[src/design/shb_pkg.sv]
// Shared types, constants and round functions for the SHA-256 byte stream hasher.
// No dependencies; imported by shb_sched, shb_round and the top level.
`default_nettype none
package shb_pkg;

	typedef logic [31:0] word_t;

	localparam int BlockBytes = 64;
	localparam int Rounds     = 64;
	localparam int DigestWords = 8;

	localparam logic [7:0] PadMarker = 8'h80;

	localparam word_t ROUND_K [Rounds] = '{
		32'h428a2f98, 32'h71374491, 32'hb5c0fbcf, 32'he9b5dba5,
		32'h3956c25b, 32'h59f111f1, 32'h923f82a4, 32'hab1c5ed5,
		32'hd807aa98, 32'h12835b01, 32'h243185be, 32'h550c7dc3,
		32'h72be5d74, 32'h80deb1fe, 32'h9bdc06a7, 32'hc19bf174,
		32'he49b69c1, 32'hefbe4786, 32'h0fc19dc6, 32'h240ca1cc,
		32'h2de92c6f, 32'h4a7484aa, 32'h5cb0a9dc, 32'h76f988da,
		32'h983e5152, 32'ha831c66d, 32'hb00327c8, 32'hbf597fc7,
		32'hc6e00bf3, 32'hd5a79147, 32'h06ca6351, 32'h14292967,
		32'h27b70a85, 32'h2e1b2138, 32'h4d2c6dfc, 32'h53380d13,
		32'h650a7354, 32'h766a0abb, 32'h81c2c92e, 32'h92722c85,
		32'ha2bfe8a1, 32'ha81a664b, 32'hc24b8b70, 32'hc76c51a3,
		32'hd192e819, 32'hd6990624, 32'hf40e3585, 32'h106aa070,
		32'h19a4c116, 32'h1e376c08, 32'h2748774c, 32'h34b0bcb5,
		32'h391c0cb3, 32'h4ed8aa4a, 32'h5b9cca4f, 32'h682e6ff3,
		32'h748f82ee, 32'h78a5636f, 32'h84c87814, 32'h8cc70208,
		32'h90befffa, 32'ha4506ceb, 32'hbef9a3f7, 32'hc67178f2
	};

	localparam word_t INIT_HASH [DigestWords] = '{
		32'h6a09e667, 32'hbb67ae85, 32'h3c6ef372, 32'ha54ff53a,
		32'h510e527f, 32'h9b05688c, 32'h1f83d9ab, 32'h5be0cd19
	};

	// schedule window control: byte writes while gathering/padding, shift per round
	typedef struct packed {
		logic       wr_en;
		logic [5:0] wr_pos;
		logic [7:0] wr_byte;
		logic       shift;
	} sched_ctrl_t;

	// compression control
	typedef struct packed {
		logic       init;    // load working vars from chain value
		logic       step;    // run one round
		logic [5:0] rnd;     // round number
		logic       fold;    // chain += working vars
		logic       reload;  // chain back to initial hash
	} round_ctrl_t;

	function automatic word_t ror(input word_t x, input int n);
		ror = (x >> n) | (x << (32 - n));
	endfunction

	function automatic word_t big_sig0(input word_t x);
		big_sig0 = ror(x, 2) ^ ror(x, 13) ^ ror(x, 22);
	endfunction

	function automatic word_t big_sig1(input word_t x);
		big_sig1 = ror(x, 6) ^ ror(x, 11) ^ ror(x, 25);
	endfunction

	function automatic word_t small_sig0(input word_t x);
		small_sig0 = ror(x, 7) ^ ror(x, 18) ^ (x >> 3);
	endfunction

	function automatic word_t small_sig1(input word_t x);
		small_sig1 = ror(x, 17) ^ ror(x, 19) ^ (x >> 10);
	endfunction

endpackage
`default_nettype wire

[src/design/shb_sched.sv]
// Block buffer and message schedule: 16-word window, byte-addressed while filling,
// shifted once per round to produce W[t] at word 0. Depends on shb_pkg.
`default_nettype none
module shb_sched (
	input  wire                  clk,
	input  shb_pkg::sched_ctrl_t ctrl,
	output shb_pkg::word_t       w_cur
);
	import shb_pkg::*;

	word_t w_q [16];
	word_t w_next;

	assign w_next = small_sig1(w_q[14]) + w_q[9] + small_sig0(w_q[1]) + w_q[0];
	assign w_cur  = w_q[0];

	always_ff @(posedge clk) begin
		if (ctrl.shift) begin
			for (int i = 0; i < 15; i++) begin
				w_q[i] <= w_q[i + 1];
			end
			w_q[15] <= w_next;
		end else if (ctrl.wr_en) begin
			// big-endian: byte 0 of a word goes to bits 31:24
			w_q[ctrl.wr_pos[5:2]][{~ctrl.wr_pos[1:0], 3'b000} +: 8] <= ctrl.wr_byte;
		end
	end

endmodule
`default_nettype wire

[src/design/shb_round.sv]
// Shared SHA-256 round unit: working variables, one round per cycle while step
// is set, and the chain value with its final fold. Depends on shb_pkg.
`default_nettype none
module shb_round (
	input  wire                              clk,
	input  wire                              arst_n,
	input  shb_pkg::round_ctrl_t             ctrl,
	input  shb_pkg::word_t                   w_cur,
	output logic [shb_pkg::DigestWords-1:0][31:0] chain
);
	import shb_pkg::*;

	word_t v_q     [DigestWords];
	word_t chain_q [DigestWords];
	word_t sum1, sum2;

	assign sum1 = v_q[7] + big_sig1(v_q[4]) + ((v_q[4] & v_q[5]) ^ (~v_q[4] & v_q[6]))
		+ ROUND_K[ctrl.rnd] + w_cur;
	assign sum2 = big_sig0(v_q[0]) + ((v_q[0] & v_q[1]) ^ (v_q[0] & v_q[2]) ^ (v_q[1] & v_q[2]));

	always_comb begin
		for (int i = 0; i < DigestWords; i++) begin
			chain[i] = chain_q[i];
		end
	end

	always_ff @(posedge clk) begin
		if (ctrl.init) begin
			for (int i = 0; i < DigestWords; i++) begin
				v_q[i] <= chain_q[i];
			end
		end else if (ctrl.step) begin
			v_q[7] <= v_q[6];
			v_q[6] <= v_q[5];
			v_q[5] <= v_q[4];
			v_q[4] <= v_q[3] + sum1;
			v_q[3] <= v_q[2];
			v_q[2] <= v_q[1];
			v_q[1] <= v_q[0];
			v_q[0] <= sum1 + sum2;
		end
	end

	always_ff @(posedge clk or negedge arst_n) begin
		if (!arst_n) begin
			for (int i = 0; i < DigestWords; i++) begin
				chain_q[i] <= INIT_HASH[i];
			end
		end else if (ctrl.reload) begin
			for (int i = 0; i < DigestWords; i++) begin
				chain_q[i] <= INIT_HASH[i];
			end
		end else if (ctrl.fold) begin
			for (int i = 0; i < DigestWords; i++) begin
				chain_q[i] <= chain_q[i] + v_q[i];
			end
		end
	end

endmodule
`default_nettype wire

[src/design/sha256_byte_stream_hasher_top.sv]
// SHA-256 byte stream hasher: sequencer, bit counter, padding and digest output.
// Depends on shb_pkg, shb_sched and shb_round.
//
// Usage:
//   Input stream: one message byte per transaction on s_tdata; s_tuser says the
//   byte is present, s_tlast ends the message (with or without a byte).
//   Output stream: eight transactions per message, digest word 0 first, word
//   index in m_tdata[34:32], m_tlast on word 7.
// Sequence:
//   A byte that does not complete a 64-byte block is written to the buffer.
//   A byte that completes a block starts a compression: 64 rounds in the shared
//   round unit, then a fold of the working variables into the chain value.
//   Message end writes padding one byte per cycle up to the block end, then
//   compresses that block; the padding spans one or two blocks.
//   s_tready is low during the compression after a byte that fills a block,
//   and from an s_tlast transaction until the last digest word has been taken.
// Reset: arst_n clears the sequencer, fill count and bit count and loads the
//   initial hash values. A stalled m_tready holds the current digest word.
`default_nettype none
module sha256_byte_stream_hasher_top (
	input  wire         clk,
	input  wire         arst_n,
	input  wire         s_tvalid,
	output logic        s_tready,
	input  wire  [7:0]  s_tdata,   // [7:0] data_byte
	input  wire         s_tuser,   // byte_present
	input  wire         s_tlast,   // message_end
	output logic        m_tvalid,
	input  wire         m_tready,
	output logic [39:0] m_tdata,   // [31:0] digest_word, [34:32] word_index, [39:35] reserved
	output logic        m_tlast    // last_word
);
	import shb_pkg::*;

	localparam logic [2:0] ST_IDLE = 3'd0;
	localparam logic [2:0] ST_PAD  = 3'd1;
	localparam logic [2:0] ST_COMP = 3'd2;
	localparam logic [2:0] ST_FIN  = 3'd3;
	localparam logic [2:0] ST_OUT  = 3'd4;

	logic [2:0]  state_q;
	logic [5:0]  fill_q;
	logic [5:0]  pos_q;
	logic [5:0]  round_q;
	logic [2:0]  out_idx_q;
	logic [63:0] bits_q;
	logic        end_q;       // message end pending
	logic        final_q;     // running compression holds the length
	logic        padding_q;   // padding already started
	logic        first_q;     // next pad byte is the marker
	logic        need_two_q;  // length does not fit in this block

	logic        acc;
	logic        go_comp;
	logic [5:0]  fill_nx;
	logic [7:0]  pad_byte;
	sched_ctrl_t sched_ctrl;
	round_ctrl_t rnd_ctrl;
	word_t       w_cur;
	logic [DigestWords-1:0][31:0] chain;

	assign s_tready = (state_q == ST_IDLE);
	assign acc      = s_tvalid & s_tready;
	assign fill_nx  = fill_q + {5'd0, s_tuser};

	always_comb begin
		if (first_q) begin
			pad_byte = PadMarker;
		end else if (!need_two_q && pos_q[5:3] == 3'b111) begin
			pad_byte = bits_q[{~pos_q[2:0], 3'b000} +: 8];
		end else begin
			pad_byte = 8'h00;
		end
	end

	assign go_comp = (acc & s_tuser & (fill_q == 6'd63))
		| ((state_q == ST_PAD) & (pos_q == 6'd63));

	always_comb begin
		sched_ctrl.wr_en   = (acc & s_tuser) | (state_q == ST_PAD);
		sched_ctrl.wr_pos  = (state_q == ST_PAD) ? pos_q : fill_q;
		sched_ctrl.wr_byte = (state_q == ST_PAD) ? pad_byte : s_tdata;
		sched_ctrl.shift   = (state_q == ST_COMP);
		rnd_ctrl.init      = go_comp;
		rnd_ctrl.step      = (state_q == ST_COMP);
		rnd_ctrl.rnd       = round_q;
		rnd_ctrl.fold      = (state_q == ST_FIN);
		rnd_ctrl.reload    = (state_q == ST_OUT) & m_tready & (out_idx_q == 3'd7);
	end

	shb_sched u_sched (
		.clk   (clk),
		.ctrl  (sched_ctrl),
		.w_cur (w_cur)
	);

	shb_round u_round (
		.clk    (clk),
		.arst_n (arst_n),
		.ctrl   (rnd_ctrl),
		.w_cur  (w_cur),
		.chain  (chain)
	);

	assign m_tvalid = (state_q == ST_OUT);
	assign m_tdata  = {5'd0, out_idx_q, chain[out_idx_q]};
	assign m_tlast  = (out_idx_q == 3'd7);

	always_ff @(posedge clk or negedge arst_n) begin
		if (!arst_n) begin
			state_q    <= ST_IDLE;
			fill_q     <= '0;
			pos_q      <= '0;
			round_q    <= '0;
			out_idx_q  <= '0;
			bits_q     <= '0;
			end_q      <= 1'b0;
			final_q    <= 1'b0;
			padding_q  <= 1'b0;
			first_q    <= 1'b0;
			need_two_q <= 1'b0;
		end else begin
			unique case (state_q)
				ST_IDLE: begin
					if (acc) begin
						if (s_tuser) begin
							bits_q <= bits_q + 64'd8;
							fill_q <= fill_nx;
						end
						if (s_tuser && fill_q == 6'd63) begin
							// block full: compress first, pad afterwards if ending
							state_q   <= ST_COMP;
							round_q   <= '0;
							end_q     <= s_tlast;
							final_q   <= 1'b0;
							padding_q <= 1'b0;
						end else if (s_tlast) begin
							state_q    <= ST_PAD;
							pos_q      <= fill_nx;
							first_q    <= 1'b1;
							need_two_q <= (fill_nx[5:3] == 3'b111);
							padding_q  <= 1'b1;
							end_q      <= 1'b1;
						end
					end
				end
				ST_PAD: begin
					first_q <= 1'b0;
					if (pos_q == 6'd63) begin
						state_q <= ST_COMP;
						round_q <= '0;
						final_q <= !need_two_q;
					end else begin
						pos_q <= pos_q + 6'd1;
					end
				end
				ST_COMP: begin
					round_q <= round_q + 6'd1;
					if (round_q == 6'd63) begin
						state_q <= ST_FIN;
					end
				end
				ST_FIN: begin
					if (final_q) begin
						state_q   <= ST_OUT;
						out_idx_q <= '0;
					end else if (end_q) begin
						state_q    <= ST_PAD;
						pos_q      <= '0;
						first_q    <= !padding_q;
						need_two_q <= 1'b0;
						padding_q  <= 1'b1;
					end else begin
						state_q <= ST_IDLE;
					end
				end
				ST_OUT: begin
					if (m_tready) begin
						out_idx_q <= out_idx_q + 3'd1;
						if (out_idx_q == 3'd7) begin
							state_q   <= ST_IDLE;
							fill_q    <= '0;
							bits_q    <= '0;
							end_q     <= 1'b0;
							final_q   <= 1'b0;
							padding_q <= 1'b0;
						end
					end
				end
				default: begin
					state_q <= ST_IDLE;
				end
			endcase
		end
	end

endmodule
`default_nettype wire

[config.mk]
export PLATFORM = sky130hd
export DESIGN_NAME = sha256_byte_stream_hasher_top
export DESIGN_NICKNAME = d
export VERILOG_FILES = /design/src/design/shb_pkg.sv /design/src/design/shb_sched.sv /design/src/design/shb_round.sv /design/src/design/sha256_byte_stream_hasher_top.sv
export SDC_FILE = /design/constraint.sdc
export NUM_CORES = 2
export LEC_CHECK = 0
export ABC_AREA = 0
export BUFFER_PORTS_ARGS = -buffer_cell sky130_fd_sc_hd__clkbuf_2
export CORE_ASPECT_RATIO = 0.5
export CORE_UTILIZATION = 65
export CTS_BUF_LIST = sky130_fd_sc_hd__clkbuf_8
export CTS_CLUSTER_SIZE = 24
export DETAILED_ROUTE_END_ITERATION = 8
export PLACE_DENSITY_LB_ADDON = 0.3
export SLEW_MARGIN = 15
export SYNTH_ARGS = -nofsm -noshare
export SYNTH_HDL_FRONTEND = slang
export SYNTH_SLANG_ARGS = --single-unit
export TNS_END_PERCENT = 30
[constraint.sdc]
create_clock -name clk -period 11.1 [get_ports clk]
set_input_delay 3.33 -clock clk [delete_from_list [all_inputs] [get_ports clk]]
set_output_delay 3.33 -clock clk [all_outputs]
set_load 0.01 [all_outputs]
After elaboration in Yosys (flattened, before gate mapping) --
Memory sizes are Yosys's and may differ from the RTL's. Index checks and enable logic that the tools add are counted.
Word-level totals: output and inout port bits 43, latch bits 0, bits in writable memories 768, bits in registers 349, ROM bits 2048, memories kept 3
Cells by class: multiplexer cells 90, reduce and logical (&&, ||, !) cells 24, eq/ne operators 24, magnitude comparators 2, $mul 0, bitwise operators 46, add/subtract/negate cells 24, div/mod/pow operators 0, shifts and indexed selects 3
Memories:
- (name not given) | depth 64, width 32, rd ports 1, clocked after Yosys merged registers in 0, wr ports 0, RTL line shb_round.sv:18 | + ROUND_K[ctrl.rnd] + w_cur;
- u_sched.w_q | depth 16, width 32, rd ports 16, clocked after Yosys merged registers in 0, wr ports 16, RTL line shb_sched.sv:11 | word_t w_q [16];
- u_round.v_q | depth 8, width 32, rd ports 8, clocked after Yosys merged registers in 0, wr ports 8, RTL line shb_round.sv:13 | word_t v_q [DigestWords];
Operators by type and width (count):
- adder 32 bit | 18
- 2-to-1 mux 256 bit | 2
- 2-to-1 mux 32 bit | 14
- XOR 32 bit | 9
- 2-to-1 mux 64 bit | 4
- bitwise AND 32 bit | 5
- case mux 64 bit (2 select lines) | 1
- binary-select mux 32 bit (select 3 bit) | 1
- 2-to-1 mux 6 bit | 14
- adder 64 x 4 -> 64 bit (second input constant) | 1
- indexed part select 64 x 7 -> 8 bit | 1
- case mux 6 bit (3 select lines) | 2
- NOT 32 bit | 1
- bitwise OR 10 x 32 -> 32 bit | 1
- bitwise OR 13 x 32 -> 32 bit | 1
- bitwise OR 14 x 32 -> 32 bit | 1
- bitwise OR 15 x 32 -> 32 bit | 1
- bitwise OR 19 x 32 -> 32 bit | 1
- bitwise OR 21 x 32 -> 32 bit | 1
- bitwise OR 25 x 32 -> 32 bit | 1
- bitwise OR 26 x 32 -> 32 bit | 1
- bitwise OR 30 x 32 -> 32 bit | 1
- bitwise OR 7 x 32 -> 32 bit | 1
- OR reduction 32 bit | 1
- other kinds (41) | 129

Logic depth before layout (Yosys ltp) --
An unclocked memory read counts as a cell.
word-level depth 10, depth in mapped cells 42

By module --
A second synthesis with hierarchy kept.
Second synthesis, totals: cell total of the unflattened synthesis 8274, area, all modules 77984.8 µm²
Modules (own cells, without submodules):
- shb_round | cells an instance 5213, instances 1, area an instance 45052.0 µm²
- shb_sched | cells an instance 2309, instances 1, area an instance 25478.2 µm²
- sha256_byte_stream_hasher_top | cells an instance 752, instances 1, area an instance 7454.6 µm²

Worst setup path before layout --
No wires, ideal clock.
path kind in2reg, start point in s_tuser, end point reg round_q[5], data arrival time 9.440 ns, buffers on the path 0, cell stages on the path 8, setup slack 1.271 ns, cells stage by stage nand3_1 > nor2_1 > nand2_1 > a21oi_1 > a31oi_1 > or2_2 > inv_1 > a31oi_1
Between the ends: cells in the longest elaborated chain, start to end 3
RTL lines:
- from (decl) | RTL line sha256_byte_stream_hasher_top.sv:26 | input wire s_tuser,
- logical AND 1 bit | RTL line sha256_byte_stream_hasher_top.sv:130 | if (s_tuser && fill_q == 6'd63) begin
- != test 2 x 1 -> 1 bit (no line)
- AND reduction 4 bit (no line)
- to (signal assigned) | RTL line sha256_byte_stream_hasher_top.sv:158 | round_q <= round_q + 6'd1;
- to (decl) | RTL line sha256_byte_stream_hasher_top.sv:44 | logic [5:0] round_q;
Every way passes these cells. A chain may end at the register's enable or synchronous reset.

==> impl_metrics.csv <==
group,metric,value,unit
sta,fin_setup_tns,0,ns
synthesis,ys.flop_type,"edfxtp_1",
synthesis,yosys.area_share.simple,0.150,
synthesis,synth_compound_area_frac,0.164,
synthesis,synth_common_cells,"1616 x nand2_1, 1000 x o21ai_0, 768 x edfxtp_1, 447 x a21oi_1, 403 x ha_1",
sta,setup_violations,0,
detailed_routing,dr.pass1.iters,6,
sta,hold_slack,0.485,ns
hold_path,hp-class,"flip-flop to flip-flop",
sta,finalCriticalPeriod,10.31,ns
synthesis,synthAdderAreaFrac,0.121,
setup_path,rr_worst_depth,35,
sta,slew_violations,0,
floorplanning,dieHeight,243,um
setup_path,endpoint_kind,"flip-flop",
synthesis,muxShareOfSynthArea,0.0358,
grt,grt_pass1_wl,362,mm
detailed_routing,vias,62492,
cts,clock_sinks,1114,
floorplanning,die_w,485,um
power_and_ir_drop,power_leakage,34.0,nW
setup_path,crit_top_cell,"o21ai_0",
final_layout,final_cells,9564,
detailed_routing,detail-route-antenna-nets,0,
synthesis,synthTopCellsByArea,"edfxtp_1 30%, nand2_1 8.0%, dfrtp_1 6.9%",
synthesis,synth_top_area_frac,0.304,
sta,min_period_over_period,0.929,
synthesis,yosysMostFrequentCell,"nand2_1",
sta,fmaxAchievable,97.0,MHz
final_layout,layout-drive-gt1-share,0.0902,
synthesis,synth_edf_count,768,
setup_path,critPathMaxFanout,29,
setup_path,startpoint,"round_q[2]",
grt,grt_use_met2,0.607,
detailed_routing,drt-total-wl,242,mm
sta,rsz0062_at_grt,"no",
synthesis,syn_inst,8031,
sta,worstMarginPinSlew,1.22,ns
floorplanning,initial_core_util,0.656,
cts,cts_setup_buffers,0,
cts,cts_made_buffers,163,
grt,track_usage,0.408,
power_and_ir_drop,power.density,290,nW/um2
synthesis,synth_top_area_cell,"edfxtp_1",
grt,antenna_found_initial,8,
floorplanning,rows,88,
setup_path,critPathArrivalTime,10.93,ns
place,port_buffers,51,
synthesis,yosysWarnings,0,
power_and_ir_drop,seqPwrFrac,0.245,
synthesis,synth_xor_area_frac,0.0713,
cts,cts_tree,"yes",
status,status,"finished clean",
grt,grt_overflow,0,
cts,root_buffer,"clkbuf_8",
place,place_hpwl,176,mm
power_and_ir_drop,power_frac_comb,0.604,
sta,hold_viol_final,0,
detailed_routing,drt-initial-drc-count,8051,
final_layout,fin_nets,8508,
synthesis,syn_area,75800,um2
power_and_ir_drop,ir_drop,0.224,mV
cts,clk_pin_slew,0.07,ns
synthesis,ys_seq_area_frac,0.421,
place,gpl.final_weighted_congestion,1.05,
grt,grt_max_degree,201,
power_and_ir_drop,switching_share,0.468,
sta,worst_clock_skew,0.0510,ns
cts,cts_hold_repair.buffers,0,
power_and_ir_drop,net-switching-power,10.9,mW
floorplanning,io_pins,57,
floorplanning,die_area,118000,um2
setup_path,critPathSlowestCell,"dfrtp_4",
setup_path,start_kind,"flip-flop",
detailed_routing,remaining_drc_errors,0,
final_layout,fillers,8784,
setup_path,worstReg2RegStart,"round_q[2]",
setup_path,crit_required,11.72,ns
final_layout,fin_util,0.696,
setup_path,crit_type,"flip-flop to flip-flop",
sta,relSlewSlack,0.182,
detailed_routing,routedWlPerCell,25.3,um
synthesis,ys_types,89,
cts,cts_resized,0,
synthesis,ys_seq_elements,1114,
grt,top_usage_layer,"met2",
grt,gr-usage-met1,0.571,
place,dp_cells,9261,
final_layout,area_delta_synth_final,6.09,%
synthesis,synth_top_family_by_area,"compound AO/OA/AOI/OAI gates",
synthesis,async_flop_share,0.311,
final_layout,stdcell_area,80400,um2
hold_path,min_from,"end_q",
cts,htree_levels,4,
cts,cts_buffer_depth,3,
power_and_ir_drop,power.internal,12.4,mW
cts,clk_latency,0.95,ns
place,postPlaceCellArea,77100,um2
detailed_routing,routed_via_density,6.53,
setup_path,crit_path_max_incr_delay,0.63,ns
run,cap_violations,0,
power_and_ir_drop,p_clk_frac,0.150,
synthesis,syn_area_per_cell,9.44,um2
grt,grt_pass1_vias,58063,
floorplanning,coreArea,116000,um2
grt,gr-usage-met3,0.0962,
hold_path,holdPathStages,1,
## routing by layer
metal,up-vias,wire length [um]
met5,-,132
met4,9,12100
met3,619,28400
met2,3726,105000
met1,30069,96200
li1,28069,-
## power by group through the flow
stage	clock network (mW)	registers, mW	logic, mW
2_1_floorplan	0	5.43	10.0
3_3_place_gp	0	5.76	13.5
3_5_place_dp	0	5.77	13.6
4_1_cts	3.51	5.69	13.7
5_1_grt	3.68	5.76	15.3
6_report	3.51	5.72	14.1
## path summary, 6_finish.rpt
path	endpoint	slack, ns
setup / recovery	u_round.v_q[0][31]	0.79
hold / removal	end_q	0.48
setup reg to reg	u_round.v_q[0][31]	0.79
hold reg to reg	end_q	0.48
max in group asynchronous	u_round.chain[74]	7.10
min in group asynchronous	u_round.chain[51]	2.45
## cell type report
type / count / area, um2 / share of cell area
clock inverter: 117 / 808 / 0.0101
clock buffer: 182 / 2500 / 0.0311
timing repair buffer: 140 / 983 / 0.0122
multi-input combinational: 6184 / 41200 / 0.512
inverter: 293 / 1110 / 0.0138
antenna: 4 / 10.0 / 0.000124
sequential: 1114 / 31900 / 0.397
tap: 1530 / 1910 / 0.0238
## cells by family (layout without fill, tap and decap cells)
kind of cell / Yosys count / in the layout
xor+xnor: 617 / 617
fa+ha+maj: 620 / 620
mux: 162 / 162
compound gates: 2113 / 2113
flops: 1114 / 1114
other cells: 1 / 9
simple gates: 2667 / 2667
buf+inv: 737 / 732
## per-stage QoR
step,worst slack [ns],power (mW)
floorplan,1.27,15.5
global placement,1.11,19.2
detailed placement,1.13,19.3
CTS,1.03,22.9
global route,0.133,24.7
finish,0.791,23.3
## worst max-delay path: cells and delay by family, from the launching register on
kind	cells	cell delay (ns)
compound gates	16	4.30
simple gates	4	0.71
flops	1	0.63
fa+ha+maj	7	3.12
xor+xnor	3	0.50
buf+inv	5	0.70
## layout by cell type (no fill, tap or decap), types with 33 or more instances in the layout
| master | synthesis | final |
|---|---|---|
| dfrtp_1 | 210 | 203 |
| o21a_1 | 67 | 67 |
| mux4_2 | 82 | 82 |
| nor2b_1 | 65 | 65 |
| nand2_1 | 1616 | 1614 |
| dfstp_2 | 136 | 136 |
| a21oi_1 | 447 | 447 |
| mux2_2 | 54 | 54 |
| clkbuf_8 | 0 | 182 |
| xnor2_1 | 384 | 384 |
| clkinv_1 | 3 | 33 |
| or3_1 | 47 | 46 |
| nor3_1 | 128 | 127 |
| ha_1 | 403 | 403 |
| nand3_1 | 171 | 171 |
| inv_1 | 289 | 337 |
| a211oi_1 | 50 | 50 |
| fa_1 | 195 | 195 |
| xor2_1 | 233 | 233 |
| nand2b_1 | 73 | 73 |
| buf_4 | 5 | 85 |
| clkbuf_2 | 1 | 50 |
| a31oi_1 | 63 | 63 |
| or2_2 | 43 | 42 |
| o21ai_0 | 1000 | 1000 |
| nor2_1 | 379 | 376 |
| o21bai_1 | 53 | 53 |
| edfxtp_1 | 768 | 768 |
| nand4_1 | 34 | 34 |
| and3_1 | 48 | 48 |
| o31ai_1 | 42 | 42 |
| a21o_1 | 161 | 161 |
## flip-flops by register name, indices dropped and copies added (netlist names)
register	flops
bits_q	61
end_q	1
fill_q	6
final_q	1
first_q	1
need_two_q	1
out_idx_q	3
padding_q	1
pos_q	6
round_q	6
state_q	3
u_round.chain	256
u_round.v_q	256
u_sched.w_q	512
Power figures use the tool's default switching activity.
